### config.mk
export PLATFORM = sky130hd
export DESIGN_NAME = substring_find_replace
export DESIGN_NICKNAME = d
export VERILOG_FILES = /design/src/rtl/core/sfr_pkg.sv /design/src/rtl/core/substring_find_replace.sv
export SDC_FILE = /design/constraint.sdc
export NUM_CORES = 1
export LEC_CHECK = 0
export BUFFER_PORTS_ARGS = -buffer_cell sky130_fd_sc_hd__buf_2
export CORE_MARGIN = 3
export CORE_UTILIZATION = 63
export CTS_CLUSTER_SIZE = 16
export DETAILED_ROUTE_END_ITERATION = 7
export PLACE_DENSITY = 0.86
export REMOVE_ABC_BUFFERS = 1
export SLEW_MARGIN = 20
export SYNTH_ARGS = -nofsm -noshare
export SYNTH_HDL_FRONTEND = slang
export SYNTH_SLANG_ARGS = --single-unit
### constraint.sdc
create_clock -name clk_i -period 10.4 [get_ports clk_i]
set_clock_uncertainty 0.2 [all_clocks]
set_input_delay 2.08 -clock clk_i [delete_from_list [all_inputs] [get_ports clk_i]]
set_output_delay 2.08 -clock clk_i [all_outputs]
set_load 0.01 [all_outputs]
### src/rtl/core/sfr_pkg.sv
`timescale 1ns / 1ps
// ----------------------------------------------------------------------------
// sfr_pkg
// Shared types and constants for the streaming substring find-and-replace.
// ----------------------------------------------------------------------------
package sfr_pkg;

  // Text bytes held for one burst of results (replacement or flush)
  localparam int BURST_DEPTH = 16;
  // Width of length fields and counters that reach BURST_DEPTH
  localparam int LEN_W = 5;
  localparam int CFG_W = 64;
  localparam int CFG_IDX_W = 3;
  localparam int TOTAL_W = 32;
  localparam int MAX_PATTERN_DEF = 16;

  // Configuration register indexes
  typedef enum logic [CFG_IDX_W-1:0] {
    REG_PAT_LEN = 3'd0,
    REG_PAT_LO  = 3'd1,
    REG_PAT_HI  = 3'd2,
    REG_REP_LEN = 3'd3,
    REG_REP_LO  = 3'd4,
    REG_REP_HI  = 3'd5
  } sfr_reg_e;

  typedef struct packed {
    logic [7:0] data_byte;
    logic       final_byte;
  } sfr_in_t;

  typedef struct packed {
    logic [7:0]         out_byte;
    logic               byte_valid;
    logic               string_end;
    logic [TOTAL_W-1:0] match_total;
  } sfr_out_t;

endpackage

### src/rtl/core/substring_find_replace.sv
`timescale 1ns / 1ps
// ----------------------------------------------------------------------------
// substring_find_replace
// Streaming find-and-replace: a window of pending bytes is compared against
// the pattern and matches are rewritten with the replacement text.
// ----------------------------------------------------------------------------
// Result path: an accepted transaction is held in the input register and
//   is loaded into the result burst register once that register is free.
// Throughput: one byte per cycle while each byte yields at most one result
//   and the output is not stalled; a byte that yields several results
//   (replacement or end flush) holds the input while the burst register
//   drains one result per take.
// Reset: all configuration, window fill and match count clear to zero.
module substring_find_replace
  import sfr_pkg::*;
#(
  parameter int MAX_PATTERN = MAX_PATTERN_DEF
) (
  input  logic                 clk_i,
  input  logic                 rst_ni,
  input  logic                 cfg_we_i,
  input  logic [CFG_IDX_W-1:0] cfg_idx_i,
  input  logic [CFG_W-1:0]     cfg_data_i,
  input  logic                 in_valid_i,
  output logic                 in_stall_o,
  input  sfr_in_t              in_data_i,
  output logic                 out_valid_o,
  input  logic                 out_stall_i,
  output sfr_out_t             out_data_o
);

  localparam int WIN_DEPTH = (MAX_PATTERN < BURST_DEPTH) ? MAX_PATTERN : BURST_DEPTH;
  localparam int WIDX_W = $clog2(WIN_DEPTH);
  localparam logic [LEN_W-1:0] WIN_LEN = LEN_W'(WIN_DEPTH);
  localparam logic [LEN_W-1:0] BURST_LEN = LEN_W'(BURST_DEPTH);

  // Configuration registers
  logic [LEN_W-1:0] pat_len_q, rep_len_q;
  logic [CFG_W-1:0] pat_lo_q, pat_hi_q, rep_lo_q, rep_hi_q;

  // Input register
  logic    in_vld_q;
  sfr_in_t in_q;

  // Window state
  logic [7:0]         win_q [WIN_DEPTH];
  logic [LEN_W-1:0]   fill_q, fill_d;
  logic [TOTAL_W-1:0] count_q, count_d;

  // Result burst register
  logic [7:0]         burst_q [BURST_DEPTH];
  logic [7:0]         burst_d [BURST_DEPTH];
  logic [LEN_W-1:0]   bcnt_q, bcnt_d;
  logic               bval_q, bval_d;
  logic               bend_q, bend_d;
  logic [TOTAL_W-1:0] btot_q;

  // Combinational working signals
  logic [7:0]         win_w [WIN_DEPTH];
  logic [7:0]         win_d [WIN_DEPTH];
  logic [2*CFG_W-1:0] pat_vec, rep_vec;
  logic [LEN_W-1:0]   plen, rlen, fe, nf;
  logic               hit, advance, out_take, in_take;

  assign pat_vec = {pat_hi_q, pat_lo_q};
  assign rep_vec = {rep_hi_q, rep_lo_q};
  assign plen = (pat_len_q > WIN_LEN) ? WIN_LEN : pat_len_q;
  assign rlen = (rep_len_q > BURST_LEN) ? BURST_LEN : rep_len_q;

  // Handshakes
  assign out_valid_o = (bcnt_q != '0);
  assign out_take = out_valid_o & ~out_stall_i;
  assign advance = in_vld_q & ((bcnt_q == '0) | ((bcnt_q == LEN_W'(1)) & ~out_stall_i));
  assign in_stall_o = in_vld_q & ~advance;
  assign in_take = in_valid_i & ~in_stall_o;

  assign out_data_o.out_byte    = burst_q[0];
  assign out_data_o.byte_valid  = bval_q;
  assign out_data_o.string_end  = bend_q & (bcnt_q == LEN_W'(1));
  assign out_data_o.match_total = btot_q;

  // Window update, match check and burst build for the held transaction
  always_comb begin
    fe = (fill_q >= plen && plen != '0) ? plen - LEN_W'(1) : fill_q;
    nf = fe + LEN_W'(1);
    for (int i = 0; i < WIN_DEPTH; i++) begin
      win_w[i] = win_q[i];
    end
    win_w[fe[WIDX_W-1:0]] = in_q.data_byte;

    hit = (nf == plen);
    for (int i = 0; i < WIN_DEPTH; i++) begin
      if (LEN_W'(i) < plen && win_w[i] != pat_vec[8*i +: 8]) begin
        hit = 1'b0;
      end
    end

    for (int i = 0; i < WIN_DEPTH; i++) begin
      win_d[i] = win_w[i];
    end
    for (int i = 0; i < BURST_DEPTH; i++) begin
      burst_d[i] = 8'h00;
    end
    fill_d = fill_q;
    count_d = count_q;
    bcnt_d = '0;
    bval_d = 1'b1;
    bend_d = in_q.final_byte;

    if (plen == '0) begin
      // Pass-through
      fill_d = '0;
      burst_d[0] = in_q.data_byte;
      bcnt_d = LEN_W'(1);
    end else if (hit) begin
      if (count_q != '1) begin
        count_d = count_q + TOTAL_W'(1);
      end
      for (int i = 0; i < BURST_DEPTH; i++) begin
        burst_d[i] = rep_vec[8*i +: 8];
      end
      bcnt_d = rlen;
      fill_d = '0;
    end else if (in_q.final_byte) begin
      // Flush pending bytes at string end
      for (int i = 0; i < WIN_DEPTH; i++) begin
        burst_d[i] = win_w[i];
      end
      bcnt_d = nf;
      fill_d = '0;
    end else if (nf == plen) begin
      // Full without a match: emit oldest byte and slide
      burst_d[0] = win_w[0];
      bcnt_d = LEN_W'(1);
      for (int i = 0; i < WIN_DEPTH - 1; i++) begin
        win_d[i] = win_w[i+1];
      end
      fill_d = plen - LEN_W'(1);
    end else begin
      fill_d = nf;
    end

    // End marker when the last byte yields no data
    if (in_q.final_byte && bcnt_d == '0) begin
      burst_d[0] = 8'h00;
      bcnt_d = LEN_W'(1);
      bval_d = 1'b0;
    end
  end

  // Configuration writes
  always_ff @(posedge clk_i or negedge rst_ni) begin
    if (!rst_ni) begin
      pat_len_q <= '0;
      pat_lo_q  <= '0;
      pat_hi_q  <= '0;
      rep_len_q <= '0;
      rep_lo_q  <= '0;
      rep_hi_q  <= '0;
    end else if (cfg_we_i) begin
      case (cfg_idx_i)
        REG_PAT_LEN: begin
          if (fill_q == '0) begin
            pat_len_q <= cfg_data_i[LEN_W-1:0];
          end
        end
        REG_PAT_LO:  pat_lo_q  <= cfg_data_i;
        REG_PAT_HI:  pat_hi_q  <= cfg_data_i;
        REG_REP_LEN: rep_len_q <= cfg_data_i[LEN_W-1:0];
        REG_REP_LO:  rep_lo_q  <= cfg_data_i;
        REG_REP_HI:  rep_hi_q  <= cfg_data_i;
        default: ;
      endcase
    end
  end

  // Input register control
  always_ff @(posedge clk_i or negedge rst_ni) begin
    if (!rst_ni) begin
      in_vld_q <= 1'b0;
    end else if (in_take) begin
      in_vld_q <= 1'b1;
    end else if (advance) begin
      in_vld_q <= 1'b0;
    end
  end

  always_ff @(posedge clk_i) begin
    if (in_take) begin
      in_q <= in_data_i;
    end
  end

  // Window storage, no reset needed
  always_ff @(posedge clk_i) begin
    if (advance) begin
      for (int i = 0; i < WIN_DEPTH; i++) begin
        win_q[i] <= win_d[i];
      end
    end
  end

  // Fill level and match counter
  always_ff @(posedge clk_i or negedge rst_ni) begin
    if (!rst_ni) begin
      fill_q  <= '0;
      count_q <= '0;
    end else if (advance) begin
      fill_q  <= in_q.final_byte ? '0 : fill_d;
      count_q <= in_q.final_byte ? '0 : count_d;
    end
  end

  // Burst register: load on advance, shift out one result per take
  always_ff @(posedge clk_i or negedge rst_ni) begin
    if (!rst_ni) begin
      bcnt_q <= '0;
    end else if (advance) begin
      bcnt_q <= bcnt_d;
    end else if (out_take) begin
      bcnt_q <= bcnt_q - LEN_W'(1);
    end
  end

  always_ff @(posedge clk_i) begin
    if (advance) begin
      for (int i = 0; i < BURST_DEPTH; i++) begin
        burst_q[i] <= burst_d[i];
      end
      bval_q <= bval_d;
      bend_q <= bend_d;
      btot_q <= count_d;
    end else if (out_take) begin
      for (int i = 0; i < BURST_DEPTH - 1; i++) begin
        burst_q[i] <= burst_q[i+1];
      end
    end
  end

  // Assertions
  a_burst_bound: assert property (@(posedge clk_i) disable iff (!rst_ni)
    bcnt_q <= BURST_LEN)
    else $error("burst count exceeds burst depth");

  a_fill_bound: assert property (@(posedge clk_i) disable iff (!rst_ni)
    (fill_q == '0) || (fill_q < plen))
    else $error("window fill not below pattern length");

  a_end_clears: assert property (@(posedge clk_i) disable iff (!rst_ni)
    advance && in_q.final_byte |=> (fill_q == '0) && (count_q == '0))
    else $error("string end did not clear window and count");

  a_marker_is_end: assert property (@(posedge clk_i) disable iff (!rst_ni)
    out_valid_o && !out_data_o.byte_valid |-> out_data_o.string_end)
    else $error("end marker without string end");

  a_free_accepts: assert property (@(posedge clk_i) disable iff (!rst_ni)
    in_vld_q && (bcnt_q == '0) |-> !in_stall_o)
    else $error("held transaction stalled with empty burst register");

endmodule
==> metrics.yaml <==
die:
  rows: 82
  dieArea_um2: 54700
  coreArea_um2: 50700
  fp.dieW_um: 234
  die_h_um: 234
  io_pins: 125
  start_util: 0.645
synthesis:
  synth.distinct_cells: 87
  synth_edf_count: 299
  synthArstFlopShare: 0.508
  postSynthCellCount: 3075
  syn-mean-instance-area_um2: 10.6
  synth_area_um2: 32700
  yosysSeqAreaShare: 0.511
  yosysWarnings: 0
  ys.flop_type: "dfrtp_1"
  synth_seq_cells: 608
place:
  hpwlAfterDp_mm: 70.1
  gp_congestion: 1.05
  port_buffers: 124
  dpl_cell_area_um2: 33700
  dpl_worst_slack_ns: 2.50
grt:
  grt_overflow_total: 0
  grt_pass1_wl_mm: 163
  grt_max_degree: 205
  grt_pass1_vias: 26502
  antenna_found_initial: 3
  grt_use_total: 0.398
hold_path:
  min-delay-start: "rep_lo_q[4]"
  hold_path.class: "reg2reg"
  hold_path_depth: 1
  whs_endpoint: "rep_lo_q[4]"
route:
  first_pass_iters: 6
  wirelength_mm: 109
  drc: 0
  via_per_inst: 7.13
  drt_iter0_markers: 4415
  vias: 27178
  antenna_left: 0
  wl_per_cell_um: 28.7
job:
  drv_cap: 0
sta:
  worst_pin_slew_ns: 1.24
  setup_viol: 0
  drv_slew: 0
  fin_ws_ns: 2.11
  timing.fmax_mhz: 121
  rsz0062_at_grt: "false"
  fin_crit_sh: 0.797
  finalSetupTns_ns: 0
  hold_viol: 0
  relSlewSlack: 0.170
  period_minus_slack_ns: 8.29
cells_and_area:
  syn_to_final_growth_pct: 8.94
  nets: 3177
  design_area_um2: 35600
  drive_gt1_frac: 0.193
setup_path:
  worstSetupPathType: "reg2reg"
  arrival_ns: 8.59
  r2r-end: "count_q[20]"
  path_max_fanout: 204
  required_ns: 10.71
  rr_startpoint: "pat_len_q[4]"
  rr_worst_depth: 15
  cp-start-kind: "register"
  r2r_slack_ns: 2.11
  crit_path_end_kind: "register"
clock_tree:
  insertion_delay_ns: 0.66
  clockRootBuffer: "clkbuf_16"
  clk_path_buf_depth: 3
  numCtsBuffers: 61
  cts_tree: "built"
  cts_resized: 0
  clkSinkCount: 608
  cts_setup_buffers: 0
  htreeDepth: 2
  hold_buffers: 0
  clk_pin_slew_ns: 0.07
pwr:
  power.density_nw_per_um2: 331
  power.total_mw: 11.8
  p_leak_nw: 13.9
  irDropWorstVdd_mv: 0.276
status:
  status: "finished, final reports clean"
## where the power goes
part	total [mW]	internal (mW)	switching [mW]	leakage [nW]
clock network	2.15	1.18	0.969	0.941
logic	5.09	1.80	3.30	6.42
registers	4.55	3.75	0.799	6.55
## synth_stat cells (5+ instances only)
cell type	number	share of area
buf_1	10	0.0011
edfxtp_1	299	0.27
nor3_1	216	0.033
nand2b_1	7	0.0013
xnor2_1	177	0.047
o22ai_1	17	0.0033
o21ai_1	42	0.0064
o221a_1	8	0.0028
nor2_1	149	0.017
or4_1	17	0.0039
a41oi_1	6	0.0016
nand3_1	62	0.0095
a221oi_1	82	0.022
nor4_1	30	0.0057
a211oi_1	10	0.0023
inv_1	130	0.015
o221a_2	17	0.0059
nor3b_1	6	0.0014
o311ai_1	13	0.0035
buf_4	19	0.0044
a21oi_1	210	0.032
a31oi_1	28	0.0054
clkinv_1	5	0.00057
dfrtp_1	309	0.24
o31ai_1	23	0.0053
o21ai_0	125	0.019
or3_1	10	0.0019
nor2b_1	10	0.0019
xor2_1	89	0.024
and2_1	10	0.0019
and3_1	36	0.0069
a2111oi_0	5	0.0013
mux2i_1	69	0.021
or2_2	6	0.0011
nand2_1	221	0.025
buf_2	49	0.0075
ha_1	10	0.0038
nand4_1	39	0.0075
clkbuf_1	152	0.017
mux2_2	270	0.093
## worst max-delay path by stage
stage,from,to,slack (ns),cells past startpoint
detailed placement,pat_len_q[4],win_q[0][51],2.50,16
global route,pat_len_q[4],count_q[20],1.79,15
finish,pat_len_q[4],count_q[20],2.11,15
floorplan,pat_len_q[4],win_q[0][40],-3.72,13
global placement,pat_len_q[4],win_q[0][55],2.72,16
CTS,pat_len_q[4],count_q[20],2.36,15
## state kept, by name, summed over array words and instances, names as in the netlist
name       flops
bcnt_q         5
bend_d         1
bend_q         1
btot_q        32
burst_q      128
bval_q         1
count_q       32
fill_q         5
in_q           8
in_vld_q       1
pat_hi_q      64
pat_len_q      5
pat_lo_q      64
rep_hi_q      64
rep_len_q      5
rep_lo_q      64
win_q        128
## metrics by stage
| step | hold WS [ns] | instances | utilization |
|---|---|---|---|
| detailed placement | 0.290 | 3693 | 0.664 |
| CTS | 0.303 | 3808 | 0.702 |
| floorplan | 0.267 | 2842 | - |
| finish | 0.306 | 3812 | 0.703 |
| global placement | 0.284 | 3693 | 0.664 |
| global route | 0.318 | 3811 | 0.703 |
## kinds of logic after synthesis
family / share of synthesized area
flip-flops: 0.511
multiplexers: 0.114
XOR/XNOR: 0.0712
adder cells (fa/ha/maj): 0.00383
AND/OR/NAND/NOR: 0.124
AO/OA/AOI/OAI: 0.129
buffers and inverters: 0.0471
## layout by cell type, fill, tap and decap left out, types with 15 or more instances in the layout
cell,n
o221a_2,17
buf_2,123
o22ai_1,17
clkbuf_1,17
or4_1,17
o31ai_1,21
a221oi_1,82
buf_4,54
nor3_1,215
dfrtp_1,309
nand2_1,220
nand3_1,61
and3_1,36
o21ai_0,124
a21oi_1,210
mux2_2,270
xor2_1,89
a31oi_1,28
o21ai_1,42
edfxtp_1,299
inv_1,129
clkbuf_16,63
clkinv_1,15
nor2_1,148
mux2i_1,66
xnor2_1,177
nand4_1,39
nor4_1,30
## area by class of cell
class                      instances  area (um^2)
sequential                       608        16700
fill                            3622        15100
multi-input combinational       2098        14500
clock buffer                      87         1740
timing repair buffer             181         1100
tap                              672          841
inverter                         136          517
clock inverter                    28          176
antenna                            2         5.00
## worst max-delay path: stages (launching register included)
cell       delay (ns)
dfrtp_1          0.77
nand2b_1         0.37
ha_1             0.60
or4b_4           0.70
and3_1           0.35
a21oi_4          0.67
or4_1            0.23
o21a_1           0.53
mux2i_1          0.31
a2bb2oi_1        0.31
a32oi_1          0.24
nor4_4           0.48
buf_12           0.69
and2_0           0.85
nand3_1          0.30
o31ai_1          0.39
## layer usage
| metal | vias to the layer above | part of all wire | GRT usage |
|---|---|---|---|
| met4 | 2 | 0.075 | 0.250 |
| met3 | 557 | 0.12 | 0.0735 |
| met1 | 13124 | 0.36 | 0.526 |
| li1 | 11284 | - | - |
| met5 | - | 0.00012 | 0 |
| met2 | 2211 | 0.45 | 0.612 |
Note: power is estimated with default switching activity, not from simulation.
